<file path="src/rtl/core/dgsc_pkg.sv">
`timescale 1ns / 1ps
package dgsc_pkg;
    localparam int CHANNELS = 4;
    localparam int SAMPLES_PER_SUM = 4;
    localparam int ROUNDS_PER_CALC = 4;
    localparam int SLOPE_SHIFT = 14;
    localparam int CUPS = 3;
    localparam int WORDS_PER_CHANNEL = 6;
    localparam int X_WORDS = CUPS * CHANNELS * WORDS_PER_CHANNEL;
    localparam int TABLE_WORDS = X_WORDS + 4;
    localparam int TAB_AW = 7;
    localparam int SMP_AW = 4;

    localparam logic [1:0] CMD_SAMPLE = 2'd0;
    localparam logic [1:0] CMD_CAL = 2'd1;
    localparam logic [1:0] CMD_CUP = 2'd2;

    localparam logic [1:0] REG_SIGNAL_LIMIT = 2'd0;
    localparam logic [1:0] REG_SLOPE_LIMIT = 2'd1;
    localparam logic [1:0] REG_RESULT_MAX = 2'd2;
    localparam logic [1:0] REG_RESULT_MIN = 2'd3;

    localparam logic [2:0] ERR_OK = 3'd0;
    localparam logic [2:0] ERR_LARGE = 3'd1;
    localparam logic [2:0] ERR_CAL = 3'd2;
    localparam logic [2:0] ERR_MAX = 3'd3;
    localparam logic [2:0] ERR_MIN = 3'd4;

    typedef enum logic [4:0] {
        ST_IDLE, ST_CLEAR, ST_SUM, ST_SUMW, ST_XRD, ST_XW, ST_Y, ST_YW,
        ST_SEL, ST_CHK, ST_DIV, ST_MUL, ST_RES, ST_OUT
    } state_t;
endpackage

</file>
<file path="src/rtl/core/dual_gain_sensor_calibrator_top.sv">
`timescale 1ns / 1ps
// dual gain sensor calibrator
// s_axis requests carry a command in tuser: sample tick, calibration word
// write or cup select. m_axis delivers one result per channel on every
// fourth completed round of four channels, tlast on channel 3.
// a calibration write, an unchanged cup select or a sample tick that does
// not complete a calculating round leaves the block idle, so such requests
// can follow back to back. a cup change runs a sample clear of all sixteen
// sample memory words, and no request is taken meanwhile. after reset a
// clearing pass that sweeps the 76 calibration table words zeroes the
// sample memory and the table. no request is taken meanwhile.
// the sample tick that completes a calculating round starts four channel
// calculations one after another; each channel reads samples, then x/y
// points, runs the checks, runs a bit-serial restoring divider that yields
// a 34 bit quotient, then the multiply, result and output steps; a failed
// check goes straight to output. no request is taken until the last
// channel's result is registered.
// results wait in an output register; a stalled receiver holds the next
// channel's calculation until the result is taken. samples and calibration
// words are held in a sample memory and a calibration memory with registered reads.
module dual_gain_sensor_calibrator_top (
    input  logic        aclk,
    input  logic        aresetn,
    input  logic        s_tvalid,
    output logic        s_tready,
    input  logic [55:0] s_tdata,  // adc_high_gain, adc_low_gain, cal_index, cal_value, cup_select
    input  logic [1:0]  s_tuser,  // command
    output logic        m_tvalid,
    input  logic        m_tready,
    output logic [23:0] m_tdata,  // cup, channel, value, error_code, low_gain_used
    output logic        m_tlast,
    input  logic        cfg_we,
    input  logic [1:0]  cfg_index,
    input  logic [19:0] cfg_data
);
    import dgsc_pkg::*;

    logic [13:0] sig_lim_reg;
    logic [19:0] slope_lim_reg;
    logic [15:0] rmax_reg, rmin_reg;

    always_ff @(posedge aclk) begin
        if (!aresetn) begin
            sig_lim_reg <= 14'd3200;
            slope_lim_reg <= 20'd300000;
            rmax_reg <= 16'd32000;
            rmin_reg <= 16'd320;
        end else if (cfg_we) begin
            case (cfg_index)
                REG_SIGNAL_LIMIT: sig_lim_reg <= cfg_data[13:0];
                REG_SLOPE_LIMIT:  slope_lim_reg <= cfg_data;
                REG_RESULT_MAX:   rmax_reg <= cfg_data[15:0];
                REG_RESULT_MIN:   rmin_reg <= cfg_data[15:0];
                default: ;
            endcase
        end
    end

    logic [11:0] in_hi, in_lo;
    logic [6:0]  in_idx;
    logic [15:0] in_val;
    logic [1:0]  in_cup;
    assign in_hi = s_tdata[11:0];
    assign in_lo = s_tdata[23:12];
    assign in_idx = s_tdata[30:24];
    assign in_val = s_tdata[46:31];
    assign in_cup = s_tdata[48:47];

    state_t state_reg, state_next;
    logic [6:0] cnt_reg, cnt_next;
    logic [1:0] ch_ctr_reg, slot_reg, rdiv_reg, cup_reg, calc_ch_reg;
    logic [3:0] flags_reg;
    logic [2:0] k_reg;
    logic init_reg;
    logic [13:0] hsum_reg, lsum_reg;
    logic [15:0] x_reg [6];
    logic [15:0] y_reg [4];
    logic fl_reg;
    logic [13:0] acc_reg;
    logic [15:0] xa_reg, xb_reg, ya_reg, yb_reg;
    logic [2:0] err_reg;
    logic [33:0] quo_reg;
    logic [16:0] rem_reg;
    logic [5:0] dcnt_reg;
    logic signed [47:0] prod_reg;
    logic [23:0] mdata_reg;
    logic mvalid_reg, mlast_reg;

    logic s_fire;
    assign s_fire = s_tvalid && s_tready;
    assign s_tready = (state_reg == ST_IDLE) && !init_reg;
    assign m_tvalid = mvalid_reg;
    assign m_tdata = mdata_reg;
    assign m_tlast = mlast_reg;

    // sample memory: hi in [11:0], lo in [23:12], addr ch*4+slot
    logic smp_we;
    logic [3:0] smp_wa, smp_ra;
    logic [23:0] smp_wd, smp_rd;
    dgsc_ram #(.WIDTH(24), .DEPTH(16)) u_smp (
        .aclk(aclk), .we(smp_we), .waddr(smp_wa), .wdata(smp_wd),
        .raddr(smp_ra), .rdata(smp_rd)
    );
    logic tab_we;
    logic [6:0] tab_wa, tab_ra;
    logic [15:0] tab_wd, tab_rd;
    dgsc_ram #(.WIDTH(16), .DEPTH(128)) u_tab (
        .aclk(aclk), .we(tab_we), .waddr(tab_wa), .wdata(tab_wd),
        .raddr(tab_ra), .rdata(tab_rd)
    );

    logic [1:0] sel_cup;
    assign sel_cup = (in_cup >= 2'(CUPS)) ? 2'd0 : in_cup;

    logic [6:0] xbase;
    assign xbase = 7'(cup_reg * (CHANNELS * WORDS_PER_CHANNEL) + calc_ch_reg * WORDS_PER_CHANNEL);

    always_comb begin
        state_next = state_reg;
        cnt_next = cnt_reg;
        case (state_reg)
            ST_IDLE: begin
                if (s_fire && s_tuser == CMD_SAMPLE && ch_ctr_reg == 2'd3 && rdiv_reg == 2'd3) begin
                    state_next = ST_SUM;
                    cnt_next = '0;
                end else if (s_fire && s_tuser == CMD_CUP && sel_cup != cup_reg) begin
                    state_next = ST_CLEAR;
                    cnt_next = '0;
                end
            end
            ST_CLEAR: begin
                cnt_next = cnt_reg + 7'd1;
                if (cnt_reg == 7'd15) state_next = ST_IDLE;
            end
            ST_SUM: begin
                cnt_next = cnt_reg + 7'd1;
                if (cnt_reg == 7'd3) state_next = ST_SUMW;
            end
            ST_SUMW: begin
                state_next = ST_XRD;
                cnt_next = '0;
            end
            ST_XRD: begin
                cnt_next = cnt_reg + 7'd1;
                if (cnt_reg == 7'd5) state_next = ST_XW;
            end
            ST_XW: begin
                state_next = ST_Y;
                cnt_next = '0;
            end
            ST_Y: begin
                cnt_next = cnt_reg + 7'd1;
                if (cnt_reg == 7'd3) state_next = ST_YW;
            end
            ST_YW: state_next = ST_SEL;
            ST_SEL: state_next = ST_CHK;
            ST_CHK: state_next = (err_reg != ERR_OK) ? ST_OUT : ST_DIV;
            ST_DIV: if (dcnt_reg == 6'd1) state_next = ST_MUL;
            ST_MUL: state_next = ST_RES;
            ST_RES: state_next = ST_OUT;
            ST_OUT: begin
                if (!mvalid_reg || m_tready) begin
                    cnt_next = '0;
                    state_next = (calc_ch_reg == 2'd3) ? ST_IDLE : ST_SUM;
                end
            end
            default: state_next = ST_IDLE;
        endcase
    end

    always_comb begin
        smp_we = 1'b0;
        smp_wa = {ch_ctr_reg, slot_reg};
        smp_wd = {in_lo, in_hi};
        smp_ra = {calc_ch_reg, cnt_reg[1:0]};
        tab_we = 1'b0;
        tab_wa = in_idx;
        tab_wd = in_val;
        tab_ra = (state_reg == ST_Y) ? 7'(X_WORDS + 32'(cnt_reg[1:0]))
                                     : xbase + cnt_reg;
        if (state_reg == ST_CLEAR || init_reg) begin
            smp_we = 1'b1;
            smp_wa = cnt_reg[3:0];
            smp_wd = '0;
        end else if (s_fire && s_tuser == CMD_SAMPLE) begin
            smp_we = 1'b1;
        end
        if (init_reg) begin
            tab_we = 1'b1;
            tab_wa = cnt_reg;
            tab_wd = '0;
        end else if (s_fire && s_tuser == CMD_CAL && in_idx < 7'(TABLE_WORDS)) begin
            tab_we = 1'b1;
        end
    end

    // selection / checks
    logic nfl;
    logic [15:0] lo16, hi16;
    assign lo16 = {2'b0, lsum_reg};
    assign hi16 = {2'b0, hsum_reg};
    always_comb begin
        if (flags_reg[calc_ch_reg]) nfl = !(lo16 < x_reg[2]);
        else                        nfl = lo16 > x_reg[1];
    end

    logic signed [16:0] diff;
    assign diff = $signed({3'b0, acc_reg}) - $signed({1'b0, xb_reg});
    // slope fits 20 bits whenever it passes the limit check
    logic signed [20:0] slope_s;
    logic signed [37:0] prod_w;
    assign slope_s = $signed({1'b0, quo_reg[19:0]});
    assign prod_w = slope_s * diff;
    logic signed [48:0] r_full;
    assign r_full = 49'(prod_reg >>> SLOPE_SHIFT)
        + ((prod_reg < 0 && prod_reg[SLOPE_SHIFT-1:0] != '0) ? 49'sd1 : 49'sd0)
        + $signed({33'b0, yb_reg});
    logic [16:0] trial;
    assign trial = {rem_reg[15:0], quo_reg[33]};

    always_ff @(posedge aclk) begin
        if (!aresetn) begin
            state_reg <= ST_IDLE;
            cnt_reg <= '0;
            init_reg <= 1'b1;
            ch_ctr_reg <= '0;
            slot_reg <= '0;
            rdiv_reg <= '0;
            cup_reg <= '0;
            flags_reg <= '1;
            calc_ch_reg <= '0;
            mvalid_reg <= 1'b0;
        end else begin
            if (init_reg) begin
                cnt_reg <= cnt_reg + 7'd1;
                if (cnt_reg == 7'(TABLE_WORDS - 1)) begin
                    init_reg <= 1'b0;
                    cnt_reg <= '0;
                end
            end else begin
                state_reg <= state_next;
                cnt_reg <= cnt_next;
            end
            if (mvalid_reg && m_tready) mvalid_reg <= 1'b0;
            if (s_fire && s_tuser == CMD_SAMPLE) begin
                ch_ctr_reg <= ch_ctr_reg + 2'd1;
                if (ch_ctr_reg == 2'd3) begin
                    slot_reg <= slot_reg + 2'd1;
                    rdiv_reg <= rdiv_reg + 2'd1;
                    calc_ch_reg <= '0;
                end
            end
            if (s_fire && s_tuser == CMD_CUP && sel_cup != cup_reg) begin
                cup_reg <= sel_cup;
                flags_reg <= '1;
            end
            case (state_reg)
                ST_SEL: flags_reg[calc_ch_reg] <= nfl;
                ST_OUT: begin
                    if (!mvalid_reg || m_tready) begin
                        mvalid_reg <= 1'b1;
                        mlast_reg <= (calc_ch_reg == 2'd3);
                        mdata_reg <= {fl_reg, err_reg,
                                      (err_reg == ERR_OK) ? yb_reg : 16'hFFFF,
                                      calc_ch_reg, cup_reg};
                        calc_ch_reg <= calc_ch_reg + 2'd1;
                    end
                end
                default: ;
            endcase
        end
    end

    // datapath registers without reset
    always_ff @(posedge aclk) begin
        case (state_reg)
            ST_SUM: begin
                if (cnt_reg == 7'd0) begin
                    hsum_reg <= '0;
                    lsum_reg <= '0;
                end else begin
                    hsum_reg <= hsum_reg + 14'(smp_rd[11:0]);
                    lsum_reg <= lsum_reg + 14'(smp_rd[23:12]);
                end
            end
            ST_SUMW: begin
                hsum_reg <= hsum_reg + 14'(smp_rd[11:0]);
                lsum_reg <= lsum_reg + 14'(smp_rd[23:12]);
            end
            ST_XRD: if (cnt_reg != 7'd0) x_reg[cnt_reg[2:0] - 3'd1] <= tab_rd;
            ST_XW: x_reg[5] <= tab_rd;
            ST_Y: if (cnt_reg != 7'd0) y_reg[cnt_reg[1:0] - 2'd1] <= tab_rd;
            ST_YW: y_reg[3] <= tab_rd;
            ST_SEL: begin
                fl_reg <= nfl;
                if (nfl) begin
                    acc_reg <= lsum_reg;
                    if (lo16 > x_reg[1]) begin
                        xa_reg <= x_reg[0]; xb_reg <= x_reg[1];
                        ya_reg <= y_reg[0]; yb_reg <= y_reg[1];
                    end else begin
                        xa_reg <= x_reg[1]; xb_reg <= x_reg[2];
                        ya_reg <= y_reg[1]; yb_reg <= y_reg[2];
                    end
                end else begin
                    acc_reg <= hsum_reg;
                    if (hi16 >= x_reg[4]) begin
                        xa_reg <= x_reg[3]; xb_reg <= x_reg[4];
                        ya_reg <= y_reg[1]; yb_reg <= y_reg[2];
                    end else begin
                        xa_reg <= x_reg[4]; xb_reg <= x_reg[5];
                        ya_reg <= y_reg[2]; yb_reg <= y_reg[3];
                    end
                end
                err_reg <= ERR_OK;
            end
            ST_CHK: begin
                if (acc_reg > sig_lim_reg) err_reg <= ERR_LARGE;
                else if (xa_reg <= xb_reg || ya_reg <= yb_reg) err_reg <= ERR_CAL;
                quo_reg <= {4'b0, ya_reg - yb_reg, 14'b0};
                rem_reg <= '0;
                dcnt_reg <= 6'd34;
            end
            ST_DIV: begin
                if (trial >= {1'b0, xa_reg - xb_reg}) begin
                    rem_reg <= trial - {1'b0, xa_reg - xb_reg};
                    quo_reg <= {quo_reg[32:0], 1'b1};
                end else begin
                    rem_reg <= trial;
                    quo_reg <= {quo_reg[32:0], 1'b0};
                end
                dcnt_reg <= dcnt_reg - 6'd1;
            end
            ST_MUL: begin
                if (err_reg == ERR_OK && quo_reg > {14'b0, slope_lim_reg}) err_reg <= ERR_CAL;
                prod_reg <= 48'(prod_w);
            end
            ST_RES: begin
                if (err_reg == ERR_OK) begin
                    if (r_full > $signed({33'b0, rmax_reg})) err_reg <= ERR_MAX;
                    else if (r_full < -$signed({33'b0, rmin_reg})) err_reg <= ERR_MIN;
                    else yb_reg <= r_full[48] ? 16'd0 : r_full[15:0];
                end
            end
            default: ;
        endcase
    end
endmodule

</file>
<file path="src/rtl/core/dgsc_ram.sv">
`timescale 1ns / 1ps
module dgsc_ram #(
    parameter int WIDTH = 16,
    parameter int DEPTH = 16
) (
    input  logic                     aclk,
    input  logic                     we,
    input  logic [$clog2(DEPTH)-1:0] waddr,
    input  logic [WIDTH-1:0]         wdata,
    input  logic [$clog2(DEPTH)-1:0] raddr,
    output logic [WIDTH-1:0]         rdata
);
    logic [WIDTH-1:0] mem_reg [DEPTH];

    always_ff @(posedge aclk) begin
        if (we) begin
            mem_reg[waddr] <= wdata;
        end
        rdata <= mem_reg[raddr];
    end
endmodule

</file>
<file path="config.mk">
export PLATFORM = sky130hd
export DESIGN_NAME = dual_gain_sensor_calibrator_top
export DESIGN_NICKNAME = d
export VERILOG_FILES = /design/src/rtl/core/dgsc_pkg.sv /design/src/rtl/core/dual_gain_sensor_calibrator_top.sv /design/src/rtl/core/dgsc_ram.sv
export SDC_FILE = /design/constraint.sdc
export NUM_CORES = 2
export LEC_CHECK = 0
export BUFFER_PORTS_ARGS = -buffer_cell sky130_fd_sc_hd__clkbuf_2
export CAP_MARGIN = 20
export CORE_MARGIN = 10
export CORE_UTILIZATION = 35
export CTS_CLUSTER_DIAMETER = 120
export DETAILED_ROUTE_END_ITERATION = 10
export PLACE_DENSITY = 0.59
export SLEW_MARGIN = 20
export SYNTH_ARGS = -nofsm -noshare
export SYNTH_HDL_FRONTEND = slang
export SYNTH_HIERARCHICAL = 1
export SYNTH_SLANG_ARGS = --single-unit
</file>
<file path="constraint.sdc">
create_clock -name aclk -period 20.5 [get_ports aclk]
set_input_delay 4.1 -clock aclk [delete_from_list [all_inputs] [get_ports aclk]]
set_output_delay 4.1 -clock aclk [all_outputs]
set_load 0.01 [all_outputs]
</file>
==> impl_results.md <==
* Fin Hold WS at 0.4581 ns
* Clk sinks at a little under 3000
* Comb pwr share at 4.9%
* Postcts setup bufs at 0
* Post-synth EDFFs at roughly 2800
* Gr ovfl total at 0
* Leading post-synthesis cells by cell area: edfxtp_1 64%, mux4_2 13%, fa_1 4.2%
* Buf+Inv Stages, Crit Path at 5
* CTS Buffer Depth at 4
* Clock transition at path regs at roughly 0.060 ns
* Top routing layer used: met5
* Power density over the cells at ~84 mW/mm2
* CP max stage delay at just under 0.7 ns
* Max Slew Vio Count at 0
* RSZ-0062 raised after global routing: false
* Yosys cell types at a little under 100
* First-pass GRT wire length at 501000 um
* Root Buffer: clkbuf_16
* Ports at between 100 and 150
* Syn_area_per_cell at 17.16 um2
* Yosys warnings at 6
* Share of cells above drive strength 1 at 21.12%
* HP Start: sig_lim_reg[12]$_SDFFE_PN0P_
* Critical Path Start: xb_reg[1]$_DFFE_PP_
* Max-cap viol count at 0
* Drt drc at 0
* Sw Ratio at between 20% and 30%
* CP top delay family: adder cells
* FF-to-FF Start: xb_reg[1]$_DFFE_PP_
* Routed len/inst at 25.80 um
* Post-synthesis net count at 8471
* Commonest cells in the netlist: 2821 x edfxtp_1, 769 x mux4_2, 543 x inv_1
* Worst slew pin tran at roughly 1.2 ns
* Crit-path max FO at 20
* Wire length on met1 at roughly 150000 um
* Final min period at approximately 9.8 ns
* Flip-flop count of the largest register after layout at around 2000
* Largest net degree at the start of global routing at 149
* TritonRoute pass-1 iters at 6
* Core area at about 0.38 mm2
* Peak VDD IR at 0.06293 mV
* Post-CTS sizing at 0
* Clock insertion delay at the later pin of the skew report at approximately 0.9 ns
* Setup TNS at 0 ns
* Slew HR at between 20 and 25%
* Hold buffers post-CTS at 0
* Net Sw Power at roughly 0.0027 W
* Die W at approximately 640 um
* Flops & latches, synth at between 2000 and 3000
* Post-DP HPWL at about 220000 um
* Vias in the first global route at about 72000
* Final setup vio count at 0
* # fillers at between 30000 and 40000
* CP max-delay cell: nand3_1
* Min-delay worst type: reg2reg
* Buffers on Ports at 104
* Top cell by count, worst path: fa_1
* Synth area leader: edfxtp_1
* Setup crit start kind: flop
* Setup CP Type: reg2reg
* Via count at between 70000 and 80000
* CTS HTree Levels at 5
* Seq pwr share at 52.6%
* Worst Path Arrival at 10.36 ns
* Initial antenna violation count at 22
* F_max at 0.1021 GHz
* GPL Wtd Cong at ~0.85
* Run status: complete, no violations
* Met3 wire length at 26270 um
* Cell row count at between 200 and 250
* Ys flop type: edfxtp_1
* Post-synthesis cell count at between 7000 and 8000
* Post-route ant nets at 0
* Initial drt markers at 7809
* Asr flop ratio synth at 0%
* WP data required at 21.06 ns
* Fin crit share at a little under half
* Total CTS buffers at 301
* Crit end category: flop
* P_int at about 0.01 W
* Synth top area share at approximately 64%
* Leakage at 51.13 nW
* Met2 WL at between 150000 and 200000 um
* Die Ht at about 640 um
* Layout Nets at between 8000 and 9000
* Sequential area share after synthesis at 65.96%
* Count leader, synth: edfxtp_1
* Post-Syn Area at approximately 0.13 mm2
* Clock skew at 0.08393 ns
* CTS tree: built
* Clk network pwr share at 42.5%
* Final Hold Fails at 0
* Die Area at 0.4035 mm2
* Routed WL at about 340000 um
* Vias per inst at between 5 and 6
* All-Layer GR Usage at 16.47%
* Area grow syn2layout at 13.28%
* Initial Utilization at 35.19%
[cells in the final DEF (no fill, tap or decap), types with 42 or more instances in the layout]
cell type  netlist  layout
dfxtp_1        133     130
nand3_1         71      71
edfxtp_1      2821    2821
xor2_1          52      50
clkbuf_16        0     309
clkbuf_1       232      60
clkinv_2         0      52
fa_1           280     280
and2_1         115     114
and3_1          42      42
nor2b_1        108      89
ha_1           388     388
xnor2_1        101      93
nand2_1        510     508
a21o_1          72      72
mux4_2         769     769
nor2_1         412     389
nor3_1          77      57
clkinv_1         1      53
clkbuf_2         3     105
inv_1          543     542
buf_4            3     244
a21oi_1        212     210
mux2_2          50      49
o21ai_0         98      97
a22oi_1         51      51
[worst reg2reg max path, delay by kind of cell (launching register included)]
| family | cells | cell delay, ns |
|---|---|---|
| buffers and inverters | 5 | 0.35 |
| AOI/OAI and AO/OA | 8 | 2.42 |
| DFF | 1 | 0.45 |
| and+or+nand+nor | 9 | 2.70 |
| xor gates and xnor gates | 1 | 0.11 |
| adders and majority gates | 8 | 3.52 |
[area by class of cell]
| cell class | count | area (um2) | area share [%] |
|---|---|---|---|
| antenna | 13 | 32.53 | 0.02168 |
| inverter | 545 | 2046 | 1.363 |
| sequential | 2954 | 87380 | 58.24 |
| clock buffer | 385 | 8169 | 5.444 |
| clock inverter | 148 | 1325 | 0.8831 |
| multi-input combinational | 3867 | 42170 | 28.11 |
| tap | 4994 | 6248 | 4.164 |
| timing repair buffer | 363 | 2670 | 1.779 |
[layer usage]
| metal | GRT usage [%] | up-vias |
|---|---|---|
| met1 | 23.64 | 37563 |
| met5 | 0 | - |
| li1 | - | 30329 |
| met4 | 4.216 | 2 |
| met3 | 2.669 | 525 |
| met2 | 26.19 | 2662 |
[through the flow]
| stage | cells | worst slack (ns) | power, W | instance area, um2 | utilization (%) |
|---|---|---|---|---|---|
| 2_1_floorplan | 7718 | 12.46 | 0.007125 | 132500 | - |
| 3_3_place_gp | 12714 | 10.85 | 0.007357 | 140300 | 37.27 |
| 3_5_place_dp | 12716 | 10.74 | 0.007366 | 140400 | 37.29 |
| 4_1_cts | 13249 | 10.70 | 0.01269 | 149800 | 39.81 |
| 5_1_grt | 13256 | 10.18 | 0.01296 | 150000 | 39.86 |
| 6_report | 13269 | 10.70 | 0.01259 | 150000 | 39.86 |
[power groups by stage]
stage / combinational [W] / clock [W] / sequential [W]
floorplan: 0.000404 / 0 / 0.00672
global placement: 0.000609 / 0 / 0.00675
detailed placement: 0.000615 / 0 / 0.00675
CTS: 0.000617 / 0.00545 / 0.00662
global route: 0.000646 / 0.00569 / 0.00662
finish: 0.000610 / 0.00535 / 0.00662
[final timing paths]
kind                                  end  slack, ns  cells past startpoint
max                prod_reg[37]$_DFFE_PP_      10.70                     31
min          sig_lim_reg[12]$_SDFFE_PN0P_       0.46                      2
max reg2reg        prod_reg[37]$_DFFE_PP_      10.70                     31
min reg2reg  sig_lim_reg[12]$_SDFFE_PN0P_       0.46                      2
[logic make-up after synthesis]
group	after synthesis	share of synthesized area [%]
buf+inv	897	2.662
compound gates	703	3.503
simple gates	1510	5.359
xor+xnor	153	1.012
mux	833	13.61
fa+ha+maj	668	7.897
flops	2954	65.96
Power figures use the tool's default switching activity.
